### config.mk
export PLATFORM = sky130hd
export DESIGN_NAME = filled_circle_span_rasterizer
export DESIGN_NICKNAME = d
export VERILOG_FILES = /design/src/design/fcsr_pkg.sv /design/src/design/fcsr_datapath.sv /design/src/design/fcsr_ctrl.sv /design/src/design/filled_circle_span_rasterizer.sv
export VERILOG_INCLUDE_DIRS = /design/src /design/src/design
export SDC_FILE = /design/constraint.sdc
export NUM_CORES = 2
export LEC_CHECK = 0
export BUFFER_PORTS_ARGS = -buffer_cell sky130_fd_sc_hd__clkbuf_2
export CAP_MARGIN = 20
export CORE_MARGIN = 2
export CORE_UTILIZATION = 60
export CTS_BUF_LIST = sky130_fd_sc_hd__clkbuf_16
export DETAILED_ROUTE_END_ITERATION = 16
export GPL_TIMING_DRIVEN = 0
export PLACE_DENSITY = 0.86
export SYNTH_ARGS = -nofsm -noshare
export SYNTH_HDL_FRONTEND = slang
export SYNTH_SLANG_ARGS = --single-unit
### constraint.sdc
create_clock -name clk -period 23.5 [get_ports clk]
set_clock_uncertainty 0.15 [all_clocks]
set_input_delay 4.7 -clock clk [delete_from_list [all_inputs] [get_ports clk]]
set_output_delay 4.7 -clock clk [all_outputs]
set_load 0.05 [all_outputs]
### src/design/filled_circle_span_rasterizer_macros.svh
// Assertion macros shared by the span rasterizer modules.
// No dependencies; included by files that carry concurrent checks.
`ifndef FILLED_CIRCLE_SPAN_RASTERIZER_MACROS_SVH
`define FILLED_CIRCLE_SPAN_RASTERIZER_MACROS_SVH

// check the consequent in the same cycle as the antecedent
`define FCSR_ASSERT_NOW(label, clk, rst_n, ante, cons) \
    label: assert property (@(posedge clk) disable iff (!rst_n) (ante) |-> (cons)) \
        else $error("fcsr: check failed");

// check the consequent in the cycle after the antecedent
`define FCSR_ASSERT_NEXT(label, clk, rst_n, ante, cons) \
    label: assert property (@(posedge clk) disable iff (!rst_n) (ante) |=> (cons)) \
        else $error("fcsr: check failed");

`endif

### src/design/fcsr_pkg.sv
// Package for the filled circle span rasterizer: widths, codes, command types.
// No dependencies; imported by the datapath, controller and top level.
package fcsr_pkg;

    localparam int DEF_COORD_WIDTH    = 16;
    localparam int DEF_ZOOM_FRAC_BITS = 8;

    localparam int COORD_IN_W = 16;
    localparam int RADIUS_W   = 14;
    localparam int COLOR_W    = 24;
    localparam int ZOOM_W     = 16;
    localparam int OUT_W      = 16;
    localparam int CFG_IDX_W  = 2;
    localparam int CFG_DATA_W = 16;
    localparam int MUL_IN_W   = 17;
    localparam int PROD_W     = 2 * MUL_IN_W;

    localparam logic [ZOOM_W-1:0] ZOOM_RESET = 16'd256;

    localparam int DEC_INIT     = 3;
    localparam int DEC_STEP_IN  = 6;
    localparam int DEC_STEP_OUT = 10;

    localparam logic OP_START   = 1'b0;
    localparam logic OP_ADVANCE = 1'b1;

    localparam logic [CFG_IDX_W-1:0] REG_ZOOM  = 2'd0;
    localparam logic [CFG_IDX_W-1:0] REG_PAN_X = 2'd1;
    localparam logic [CFG_IDX_W-1:0] REG_PAN_Y = 2'd2;

    localparam logic [1:0] SPAN_FIRST = 2'd0;
    localparam logic [1:0] SPAN_LAST  = 2'd3;

    typedef enum logic [2:0] {
        ST_IDLE,
        ST_MAP_X,
        ST_MAP_Y,
        ST_MAP_R,
        ST_MAP_END,
        ST_SPAN,
        ST_FIN
    } ctrl_state_t;

    typedef enum logic [1:0] {
        SEL_X,
        SEL_Y,
        SEL_R
    } coord_sel_t;

    typedef struct packed {
        logic       capture;
        logic       mul_en;
        coord_sel_t mul_sel;
        logic       fin_en;
        coord_sel_t fin_sel;
        logic       load_span;
        logic [1:0] span_idx;
        logic       load_fin;
        logic       step;
    } dp_cmd_t;

    typedef struct packed {
        logic done;
        logic slot_free;
    } dp_status_t;

endpackage

### src/design/fcsr_datapath.sv
// Datapath: configuration registers, shared zoom multiplier, circle state and
// the output beat register. Depends on fcsr_pkg and the assertion macros.
`include "filled_circle_span_rasterizer_macros.svh"

module fcsr_datapath
    import fcsr_pkg::*;
#(
    parameter int COORD_WIDTH    = DEF_COORD_WIDTH,
    parameter int ZOOM_FRAC_BITS = DEF_ZOOM_FRAC_BITS
)
(
    input  logic                         clk,
    input  logic                         rst_n,
    input  logic                         cfg_valid,
    input  logic [CFG_IDX_W-1:0]         cfg_index,
    input  logic [CFG_DATA_W-1:0]        cfg_data,
    input  logic signed [COORD_IN_W-1:0] center_x,
    input  logic signed [COORD_IN_W-1:0] center_y,
    input  logic [RADIUS_W-1:0]          radius,
    input  logic [COLOR_W-1:0]           fill_rgb,
    input  dp_cmd_t                      cmd,
    output dp_status_t                   status,
    input  logic                         out_ready,
    output logic                         out_valid,
    output logic signed [OUT_W-1:0]      row,
    output logic signed [OUT_W-1:0]      span_left,
    output logic signed [OUT_W-1:0]      span_right,
    output logic [COLOR_W-1:0]           span_color,
    output logic                         last_of_group,
    output logic                         finished
);

    localparam int X_W   = COORD_WIDTH + 1;
    localparam int D_W   = COORD_WIDTH + 4;
    localparam int ACC_W = ((PROD_W > COORD_IN_W + ZOOM_FRAC_BITS) ?
                            PROD_W : COORD_IN_W + ZOOM_FRAC_BITS) + 1;
    localparam int Q_W   = ACC_W - ZOOM_FRAC_BITS;
    localparam int SAT_W = ((Q_W > COORD_WIDTH + 2) ? Q_W : COORD_WIDTH + 2) + 1;

    localparam logic signed [ACC_W-1:0] ROUND_BIAS =
        ACC_W'((1 << ZOOM_FRAC_BITS) - 1);
    localparam logic signed [SAT_W-1:0] SAT_HI =
        {{(SAT_W - COORD_WIDTH + 1){1'b0}}, {(COORD_WIDTH - 1){1'b1}}};
    localparam logic signed [SAT_W-1:0] SAT_LO = ~SAT_HI;

    function automatic logic signed [COORD_WIDTH-1:0] sat_coord(
        input logic signed [SAT_W-1:0] v
    );
        if (v > SAT_HI)
        begin
            return COORD_WIDTH'(SAT_HI);
        end
        else if (v < SAT_LO)
        begin
            return COORD_WIDTH'(SAT_LO);
        end
        return COORD_WIDTH'(v);
    endfunction

    logic [ZOOM_W-1:0]                zoom_reg;
    logic signed [CFG_DATA_W-1:0]     pan_x_reg;
    logic signed [CFG_DATA_W-1:0]     pan_y_reg;
    logic signed [COORD_IN_W-1:0]     cx_in_reg;
    logic signed [COORD_IN_W-1:0]     cy_in_reg;
    logic [RADIUS_W-1:0]              r_in_reg;
    logic [COLOR_W-1:0]               active_color_reg;
    logic signed [PROD_W-1:0]         prod_reg;
    logic signed [PROD_W-1:0]         prod_next;
    logic signed [COORD_WIDTH-1:0]    scx_reg;
    logic signed [COORD_WIDTH-1:0]    scy_reg;
    logic signed [X_W-1:0]            step_x_reg;
    logic signed [X_W-1:0]            step_y_reg;
    logic signed [D_W-1:0]            decision_reg;
    logic signed [D_W-1:0]            decision_next;
    logic                             busy_reg;

    logic signed [MUL_IN_W-1:0]       mul_a;
    logic signed [MUL_IN_W-1:0]       mul_b;
    logic signed [CFG_DATA_W-1:0]     pan_sel;
    logic signed [ACC_W-1:0]          acc;
    logic signed [ACC_W-1:0]          acc_adj;
    logic signed [SAT_W-1:0]          q_ext;
    logic signed [COORD_WIDTH-1:0]    mapped;

    logic signed [X_W-1:0]            row_off;
    logic signed [X_W-1:0]            col_off;
    logic signed [SAT_W-1:0]          row_sum;
    logic signed [SAT_W-1:0]          left_sum;
    logic signed [SAT_W-1:0]          right_sum;
    logic signed [D_W-1:0]            x_d;
    logic signed [D_W-1:0]            y_d;

    logic                             out_valid_reg;
    logic signed [OUT_W-1:0]          row_reg;
    logic signed [OUT_W-1:0]          left_reg;
    logic signed [OUT_W-1:0]          right_reg;
    logic [COLOR_W-1:0]               color_reg;
    logic                             last_reg;
    logic                             finished_reg;

    always_ff @(posedge clk or negedge rst_n)
    begin
        if (!rst_n)
        begin
            zoom_reg  <= ZOOM_RESET;
            pan_x_reg <= '0;
            pan_y_reg <= '0;
        end
        else if (cfg_valid)
        begin
            case (cfg_index)
                REG_ZOOM:  zoom_reg  <= cfg_data;
                REG_PAN_X: pan_x_reg <= cfg_data;
                REG_PAN_Y: pan_y_reg <= cfg_data;
                default:   ;
            endcase
        end
    end

    // shared multiplier, operand picked by the controller
    always_comb
    begin
        case (cmd.mul_sel)
            SEL_X:   mul_a = MUL_IN_W'(cx_in_reg);
            SEL_Y:   mul_a = MUL_IN_W'(cy_in_reg);
            SEL_R:   mul_a = {{(MUL_IN_W - RADIUS_W){1'b0}}, r_in_reg};
            default: mul_a = '0;
        endcase
        mul_b     = {1'b0, zoom_reg};
        prod_next = PROD_W'(mul_a) * PROD_W'(mul_b);
    end

    // add pan, truncate toward zero, saturate
    always_comb
    begin
        case (cmd.fin_sel)
            SEL_X:   pan_sel = pan_x_reg;
            SEL_Y:   pan_sel = pan_y_reg;
            default: pan_sel = '0;
        endcase
        acc     = ACC_W'(prod_reg) + (ACC_W'(pan_sel) <<< ZOOM_FRAC_BITS);
        acc_adj = acc + (acc[ACC_W-1] ? ROUND_BIAS : '0);
        q_ext   = SAT_W'(acc_adj >>> ZOOM_FRAC_BITS);
        mapped  = sat_coord(q_ext);
    end

    always_comb
    begin
        row_off   = cmd.span_idx[1] ? step_x_reg : step_y_reg;
        col_off   = cmd.span_idx[1] ? step_y_reg : step_x_reg;
        row_sum   = cmd.span_idx[0] ? SAT_W'(scy_reg) - SAT_W'(row_off)
                                    : SAT_W'(scy_reg) + SAT_W'(row_off);
        left_sum  = SAT_W'(scx_reg) - SAT_W'(col_off);
        right_sum = SAT_W'(scx_reg) + SAT_W'(col_off);
    end

    always_comb
    begin
        x_d = D_W'(step_x_reg);
        y_d = D_W'(step_y_reg);
        if (decision_reg[D_W-1])
        begin
            decision_next = decision_reg + (x_d <<< 2) + D_W'(DEC_STEP_IN);
        end
        else
        begin
            decision_next = decision_reg + ((x_d - y_d) <<< 2) + D_W'(DEC_STEP_OUT);
        end
    end

    always_ff @(posedge clk)
    begin
        if (cmd.capture)
        begin
            cx_in_reg        <= center_x;
            cy_in_reg        <= center_y;
            r_in_reg         <= radius;
            active_color_reg <= fill_rgb;
        end
        if (cmd.mul_en)
        begin
            prod_reg <= prod_next;
        end
        if (cmd.fin_en)
        begin
            case (cmd.fin_sel)
                SEL_X: scx_reg <= mapped;
                SEL_Y: scy_reg <= mapped;
                SEL_R:
                begin
                    step_x_reg   <= '0;
                    step_y_reg   <= X_W'(mapped);
                    decision_reg <= D_W'(DEC_INIT) - (D_W'(mapped) <<< 1);
                end
                default: ;
            endcase
        end
        if (cmd.step)
        begin
            decision_reg <= decision_next;
            step_x_reg   <= step_x_reg + X_W'(1);
            if (!decision_reg[D_W-1])
            begin
                step_y_reg <= step_y_reg - X_W'(1);
            end
        end
    end

    always_ff @(posedge clk or negedge rst_n)
    begin
        if (!rst_n)
        begin
            busy_reg <= 1'b0;
        end
        else if (cmd.fin_en && cmd.fin_sel == SEL_R)
        begin
            busy_reg <= 1'b1;
        end
        else if (cmd.load_fin)
        begin
            busy_reg <= 1'b0;
        end
    end

    always_ff @(posedge clk or negedge rst_n)
    begin
        if (!rst_n)
        begin
            out_valid_reg <= 1'b0;
        end
        else if (cmd.load_span || cmd.load_fin)
        begin
            out_valid_reg <= 1'b1;
        end
        else if (out_ready)
        begin
            out_valid_reg <= 1'b0;
        end
    end

    always_ff @(posedge clk)
    begin
        if (cmd.load_span)
        begin
            row_reg      <= OUT_W'(sat_coord(row_sum));
            left_reg     <= OUT_W'(sat_coord(left_sum));
            right_reg    <= OUT_W'(sat_coord(right_sum));
            color_reg    <= active_color_reg;
            last_reg     <= (cmd.span_idx == SPAN_LAST);
            finished_reg <= 1'b0;
        end
        else if (cmd.load_fin)
        begin
            row_reg      <= '0;
            left_reg     <= '0;
            right_reg    <= '0;
            color_reg    <= '0;
            last_reg     <= 1'b1;
            finished_reg <= 1'b1;
        end
    end

    assign status.done      = !busy_reg || (step_x_reg > step_y_reg);
    assign status.slot_free = !out_valid_reg || out_ready;

    assign out_valid     = out_valid_reg;
    assign row           = row_reg;
    assign span_left     = left_reg;
    assign span_right    = right_reg;
    assign span_color    = color_reg;
    assign last_of_group = last_reg;
    assign finished      = finished_reg;

    `FCSR_ASSERT_NOW(a_no_overwrite, clk, rst_n, out_valid_reg && !out_ready, !(cmd.load_span || cmd.load_fin))
    `FCSR_ASSERT_NEXT(a_fin_clears, clk, rst_n, cmd.load_fin, !busy_reg && out_valid_reg && finished_reg)
    `FCSR_ASSERT_NEXT(a_step_x, clk, rst_n, cmd.step, step_x_reg == $past(step_x_reg) + X_W'(1))

endmodule

### src/design/fcsr_ctrl.sv
// Controller: sequences the start mapping, and the span beats or finished beat of an advance.
// Depends on fcsr_pkg and the assertion macros.
`include "filled_circle_span_rasterizer_macros.svh"

module fcsr_ctrl
    import fcsr_pkg::*;
(
    input  logic       clk,
    input  logic       rst_n,
    input  logic       in_valid,
    input  logic       opcode,
    output logic       in_ready,
    input  dp_status_t status,
    output dp_cmd_t    cmd
);

    ctrl_state_t state_reg;
    ctrl_state_t state_next;
    logic [1:0]  idx_reg;
    logic [1:0]  idx_next;

    always_ff @(posedge clk or negedge rst_n)
    begin
        if (!rst_n)
        begin
            state_reg <= ST_IDLE;
            idx_reg   <= SPAN_FIRST;
        end
        else
        begin
            state_reg <= state_next;
            idx_reg   <= idx_next;
        end
    end

    always_comb
    begin
        state_next    = state_reg;
        idx_next      = idx_reg;
        in_ready      = 1'b0;
        cmd.capture   = 1'b0;
        cmd.mul_en    = 1'b0;
        cmd.mul_sel   = SEL_X;
        cmd.fin_en    = 1'b0;
        cmd.fin_sel   = SEL_X;
        cmd.load_span = 1'b0;
        cmd.span_idx  = idx_reg;
        cmd.load_fin  = 1'b0;
        cmd.step      = 1'b0;
        case (state_reg)
            ST_IDLE:
            begin
                in_ready = 1'b1;
                if (in_valid)
                begin
                    if (opcode == OP_START)
                    begin
                        cmd.capture = 1'b1;
                        state_next  = ST_MAP_X;
                    end
                    else if (status.done)
                    begin
                        if (status.slot_free)
                        begin
                            cmd.load_fin = 1'b1;
                        end
                        else
                        begin
                            state_next = ST_FIN;
                        end
                    end
                    else
                    begin
                        // emit the first span straight away when the slot is free
                        cmd.span_idx = SPAN_FIRST;
                        state_next   = ST_SPAN;
                        if (status.slot_free)
                        begin
                            cmd.load_span = 1'b1;
                            idx_next      = SPAN_FIRST + 2'd1;
                        end
                        else
                        begin
                            idx_next = SPAN_FIRST;
                        end
                    end
                end
            end
            ST_MAP_X:
            begin
                cmd.mul_en  = 1'b1;
                cmd.mul_sel = SEL_X;
                state_next  = ST_MAP_Y;
            end
            ST_MAP_Y:
            begin
                cmd.mul_en  = 1'b1;
                cmd.mul_sel = SEL_Y;
                cmd.fin_en  = 1'b1;
                cmd.fin_sel = SEL_X;
                state_next  = ST_MAP_R;
            end
            ST_MAP_R:
            begin
                cmd.mul_en  = 1'b1;
                cmd.mul_sel = SEL_R;
                cmd.fin_en  = 1'b1;
                cmd.fin_sel = SEL_Y;
                state_next  = ST_MAP_END;
            end
            ST_MAP_END:
            begin
                cmd.fin_en  = 1'b1;
                cmd.fin_sel = SEL_R;
                state_next  = ST_IDLE;
            end
            ST_SPAN:
            begin
                if (status.slot_free)
                begin
                    cmd.load_span = 1'b1;
                    if (idx_reg == SPAN_LAST)
                    begin
                        cmd.step   = 1'b1;
                        state_next = ST_IDLE;
                    end
                    else
                    begin
                        idx_next = idx_reg + 2'd1;
                    end
                end
            end
            ST_FIN:
            begin
                if (status.slot_free)
                begin
                    cmd.load_fin = 1'b1;
                    state_next   = ST_IDLE;
                end
            end
            default:
            begin
                state_next = ST_IDLE;
            end
        endcase
    end

    `FCSR_ASSERT_NOW(a_step_on_last, clk, rst_n, cmd.step, cmd.load_span && cmd.span_idx == SPAN_LAST)
    `FCSR_ASSERT_NEXT(a_span_advance, clk, rst_n, state_reg == ST_SPAN && status.slot_free && idx_reg != SPAN_LAST, state_reg == ST_SPAN && idx_reg == $past(idx_reg) + 2'd1)

endmodule

### src/design/filled_circle_span_rasterizer.sv
// Filled circle span rasterizer. A start beat (opcode 0) maps the circle to
// screen space through one shared 17x17 multiplier used in turn for centre x,
// centre y and radius, stepping through ST_MAP_X, ST_MAP_Y, ST_MAP_R and
// ST_MAP_END before it is ready again. An advance beat (opcode 1) yields four
// span beats through the single output register, one per cycle while the output
// is not stalled, or one finished beat once the circle is done. Configuration
// writes are taken in any cycle.
// Depends on fcsr_pkg, fcsr_datapath and fcsr_ctrl.
module filled_circle_span_rasterizer
    import fcsr_pkg::*;
#(
    parameter int COORD_WIDTH    = DEF_COORD_WIDTH,
    parameter int ZOOM_FRAC_BITS = DEF_ZOOM_FRAC_BITS
)
(
    input  logic                         clk,
    input  logic                         rst_n,
    input  logic                         cfg_valid,
    output logic                         cfg_ready,
    input  logic [CFG_IDX_W-1:0]         cfg_index,
    input  logic [CFG_DATA_W-1:0]        cfg_data,
    input  logic                         in_valid,
    output logic                         in_ready,
    input  logic                         opcode,
    input  logic signed [COORD_IN_W-1:0] center_x,
    input  logic signed [COORD_IN_W-1:0] center_y,
    input  logic [RADIUS_W-1:0]          radius,
    input  logic [COLOR_W-1:0]           fill_rgb,
    output logic                         out_valid,
    input  logic                         out_ready,
    output logic signed [OUT_W-1:0]      row,
    output logic signed [OUT_W-1:0]      span_left,
    output logic signed [OUT_W-1:0]      span_right,
    output logic [COLOR_W-1:0]           span_color,
    output logic                         last_of_group,
    output logic                         finished
);

    dp_cmd_t    cmd;
    dp_status_t status;

    assign cfg_ready = 1'b1;

    fcsr_ctrl u_ctrl (
        .clk      (clk),
        .rst_n    (rst_n),
        .in_valid (in_valid),
        .opcode   (opcode),
        .in_ready (in_ready),
        .status   (status),
        .cmd      (cmd)
    );

    fcsr_datapath #(
        .COORD_WIDTH    (COORD_WIDTH),
        .ZOOM_FRAC_BITS (ZOOM_FRAC_BITS)
    ) u_datapath (
        .clk           (clk),
        .rst_n         (rst_n),
        .cfg_valid     (cfg_valid),
        .cfg_index     (cfg_index),
        .cfg_data      (cfg_data),
        .center_x      (center_x),
        .center_y      (center_y),
        .radius        (radius),
        .fill_rgb      (fill_rgb),
        .cmd           (cmd),
        .status        (status),
        .out_ready     (out_ready),
        .out_valid     (out_valid),
        .row           (row),
        .span_left     (span_left),
        .span_right    (span_right),
        .span_color    (span_color),
        .last_of_group (last_of_group),
        .finished      (finished)
    );

endmodule
* Yosys cells after proc, flatten, opt, wreduce, memory -nomap -nowiden *
Index checks and enable logic that the tools add are counted.

operators by class
  add/subtract/negate cells = 15
  multiply operators = 1
  magnitude comparators = 9
  equality and inequality tests = 22
  muxes and demuxes = 84
  reductions and logical operators = 24

operators by type and width
  kind                                                   count
  two-way mux 16 bit                                     16
  two-way mux 17 bit                                     9
  > comparator 28 x 16 -> 1 bit (second input constant)  3
  < comparator 28 x 16 -> 1 bit (second input constant)  3
  two-way mux 20 bit                                     4
  one-hot mux 17 bit (3 select lines)                    1
  two-way mux 24 bit                                     2
  adder 16 x 17 -> 18 bit                                2
  subtractor 16 x 17 -> 18 bit                           2
  adder 34 x 24 -> 35 bit                                1
  adder 35 x 8 -> 35 bit                                 1
  multiplier 17 x 17 -> 34 bit                           1
  one-hot mux 16 bit (2 select lines)                    1
  two-way mux 28 bit                                     1
  > comparator 27 x 16 -> 1 bit (second input constant)  1
  < comparator 27 x 16 -> 1 bit (second input constant)  1
  two-way mux 1 bit                                      27
  two-way mux 3 bit                                      8
  adder 20 x 19 -> 20 bit                                1
  adder 20 bit                                           1
  adder 20 x 4 -> 20 bit (second input constant)         1
  adder 20 x 5 -> 20 bit (second input constant)         1
  one-hot mux 3 bit (3 select lines)                     2
  one-hot mux 3 bit (6 select lines)                     1
  28 further kinds                                       64

storage, ports and cells
  register bits = 319
  input bits = 94
  logic and storage cells = 178

* Longest topological paths before layout *
  depth in word-level cells = 16
  gate-level depth with buffers = 38
  mapped depth without buffers = 35

* By module *
Synthesis repeated with hierarchy kept, for this count alone.

unflattened totals
  cell total of the unflattened synthesis = 3,136
  area total of the unflattened synthesis = 30,703.2 sq um

modules (own cells, without submodules)
  module                         instances  cells an instance  area an instance (sq um)  sequential area each (sq um)
  fcsr_datapath                  1          3,076              30,232.7                  8,969.9
  fcsr_ctrl                      1          58                 459.2                     125.1
  filled_circle_span_rasterizer  1          2                  11.3                      0.0

* Worst setup path after synthesis *
OpenSTA, ideal clock, no wires.

  path type = input port to flip-flop
  start point = input port in_valid
  end point = register u_datapath.decision_reg[16], data pin
  arrival = 11,486 ps
  required time = 23,079 ps
  setup slack = 11,593 ps
  cell stages on the path = 34
  cell sequence = nor3_1 -> nor2_1 -> nand3_1 -> clkinv_1 -> buf_1 -> nand2_1 -> a21oi_1 -> ha_1 -> clkbuf_2 -> a21oi_2 -> o21ai_0 -> and3_1 -> o21ai_2 -> o21ai_2 -> o211a_1 -> inv_1 -> ha_1 -> a211oi_1 -> a221o_1 -> a211o_1 -> nor2_2 -> a31oi_1 -> a21bo_2 -> nor4_2 -> o211ai_2 -> nand3b_4 -> xnor2_4 -> nor2_2 -> a21oi_1 -> ha_1 -> inv_1 -> a2111oi_2 -> xor2_1 -> a21oi_1

RTL lines
  element               RTL line                             text
  from (decl)           filled_circle_span_rasterizer.sv:22  input logic in_valid,
  to (signal assigned)  fcsr_datapath.sv:193                 decision_reg <= D_W'(DEC_INIT) - (D_W'(mapped) <<< 1);
  to (signal assigned)  fcsr_datapath.sv:200                 decision_reg <= decision_next;
  to (decl)             fcsr_datapath.sv:73                  logic signed [D_W-1:0] decision_reg;

==> out/metrics.cfg <==
[status]
status=finished, final reports clean

[clocking]
path_clk_slew_ns=0.06
cts_buffers=34
cts_setup_buffers=0
clockBufferDepth=3
htree_num_levels=2
root_buffer=clkbuf_16
cts_tree=yes
hold_buffers=0
cts.repair.resized=0
cts.sinks=318
clkLatencyLatePin_ns=0.56

[layout]
largest_register_ffs=34
fin_nets=3971
layout-drive-gt1-share_pct=10.75
syn_to_final_growth_pct=9.688
fin_cells=4050
seq_area_sq_um=9095
fillCellCount=3665
multi_input_area_sq_um=19530
finalInstanceArea_sq_um=33600

[timing]
setup_viol=0
slew_headroom_pct=21.41
worstMarginPinSlew_ns=1.167
timing.fmax_ghz=0.07401
hold-worst-slack_ns=0.3073
fin_setup_tns_ns=0
fin_crit_sh_pct=57.49
rsz0062_at_grt=false
hold_viol=0
slew_viol_final=0
min_period_ns=13.51

[logic_synthesis]
synth_async_sr_flop_share_pct=17.30
synth_top_cells_by_area=edfxtp_1, fa_1, ha_1
synth-edff-count=245
synth_top_cell_by_area=edfxtp_1
avgSynthCellArea_sq_um=9.785
ys_seq_elements=318
yosysUniqueCellTypes=100
synth_common_cells=inv_1, nand2_1, fa_1
synth_warnings=0
ys_seq_area_share_pct=29.69
synth_flop_cell=edfxtp_1
synth_top_area_share_pct=24.01
syn_inst=3131
yosysMostFrequentCell=inv_1
syn_nets=3751
syn_area_sq_um=30640

[placement]
placed_cell_area_sq_um=32470
place_inst=3983
hpwl_um=64760
gp_congestion=0.9684
port_buffers=169

[route]
antenna_left=0
vias=24220
dr.pass1.iters=6
routed_wl_um=81410
drt_iter0_drc=2126
viasPerCell=5.981
routedWlPerCell_um=20.10
drc_errors=0

[floorplanning]
ios=171
die_w_um=230.0
initial_core_util_pct=60.94
row_count=82
die_h_um=230.0
die_area_sq_um=52880
core_area_sq_um=50270

[critical_path]
arrival_ns=13.61
rrSetupSlack_ns=12.97
crit_type=in2reg
cp_slowest_cell=buf_1
crit_path_end_kind=flop
r2r-start=u_ctrl.state_reg[0]
r2r_end=u_datapath.decision_reg[16]
cp_max_fo=12
reg2reg_depth=33
slowest_delay_ns=0.56
crit_required_ns=23.60
startpoint_type=primary input

[global_route]
grt_start_max_net_pins=74
grt_usage_pct=30.69
grt_pass1_vias=24660
antenna_found_initial=4
grt_first_pass_wirelength_um=128400
overflow=0

[worst_hold_path]
hold_path.class=reg2reg
whs_path_depth=2
worstHoldStart=u_datapath.finished
hold_path_end=u_datapath.finished

[job]
max-cap-violations=0

## worst max-delay path, delay by kind of cell
family	cells	cell delay, ns
buf+inv	5	1.57
xor+xnor	2	0.60
compound gates	16	4.14
simple gates	8	1.44
fa+ha+maj	3	1.12
## through the flow
stage	setup WS (ns)	utilization (%)
2_1_floorplan	11.59	-
6_report	9.989	66.84
5_1_grt	9.469	66.84
3_5_place_dp	9.844	64.58
3_3_place_gp	9.312	64.29
4_1_cts	10.26	66.78
## cell families after synthesis
logic type,count (synthesis),synth area share (%)
compound gates,583,12.42
xor+xnor,193,5.603
fa+ha+maj,526,28.25
buf+inv,533,6.637
flops,318,29.69
mux,87,3.039
other cells,1,0.01224
simple gates,890,14.36
## cell type report
class / count / share of cell area, %
antenna: 2 / 0.01489
buffer: 110 / 1.326
clock buffer: 34 / 2.532
clock inverter: 27 / 0.7633
inverter: 423 / 4.725
multi-input combinational: 2280 / 58.12
sequential: 318 / 27.07
tap: 672 / 2.502
timing repair buffer: 184 / 2.949
## layer usage
layer	vias to the layer above	GRT usage, %	routed length (um)
met1	11790	37.74	30980
met4	4	15.00	4441
met5	-	0	23
li1	11030	-	-
met3	275	4.191	5637
met2	1126	53.26	40330
## worst max path at each step
stage          startpoint  depth (start not counted)                     endpoint  slack, ns
3_3_place_gp     in_valid                         35  u_datapath.decision_reg[16]       9.31
2_1_floorplan    in_valid                         34  u_datapath.decision_reg[16]      11.59
4_1_cts          in_valid                         35  u_datapath.decision_reg[16]      10.26
5_1_grt          in_valid                         35  u_datapath.decision_reg[16]       9.47
6_report         in_valid                         34  u_datapath.decision_reg[16]       9.99
3_5_place_dp     in_valid                         35  u_datapath.decision_reg[16]       9.84
## layout by cell type, fill, tap and decap left out, types with 137 or more instances in the layout
cell type and count:
a21oi_1 162, and2_1 144, clkbuf_2 172, edfxtp_1 245, fa_1 276, ha_1 250, inv_1 427, nand2_1 286
nor2_1 168, xnor2_1 137
Power is not shown: default switching activity piles up to over one toggle a cycle in this logic, so the estimate is an artifact.
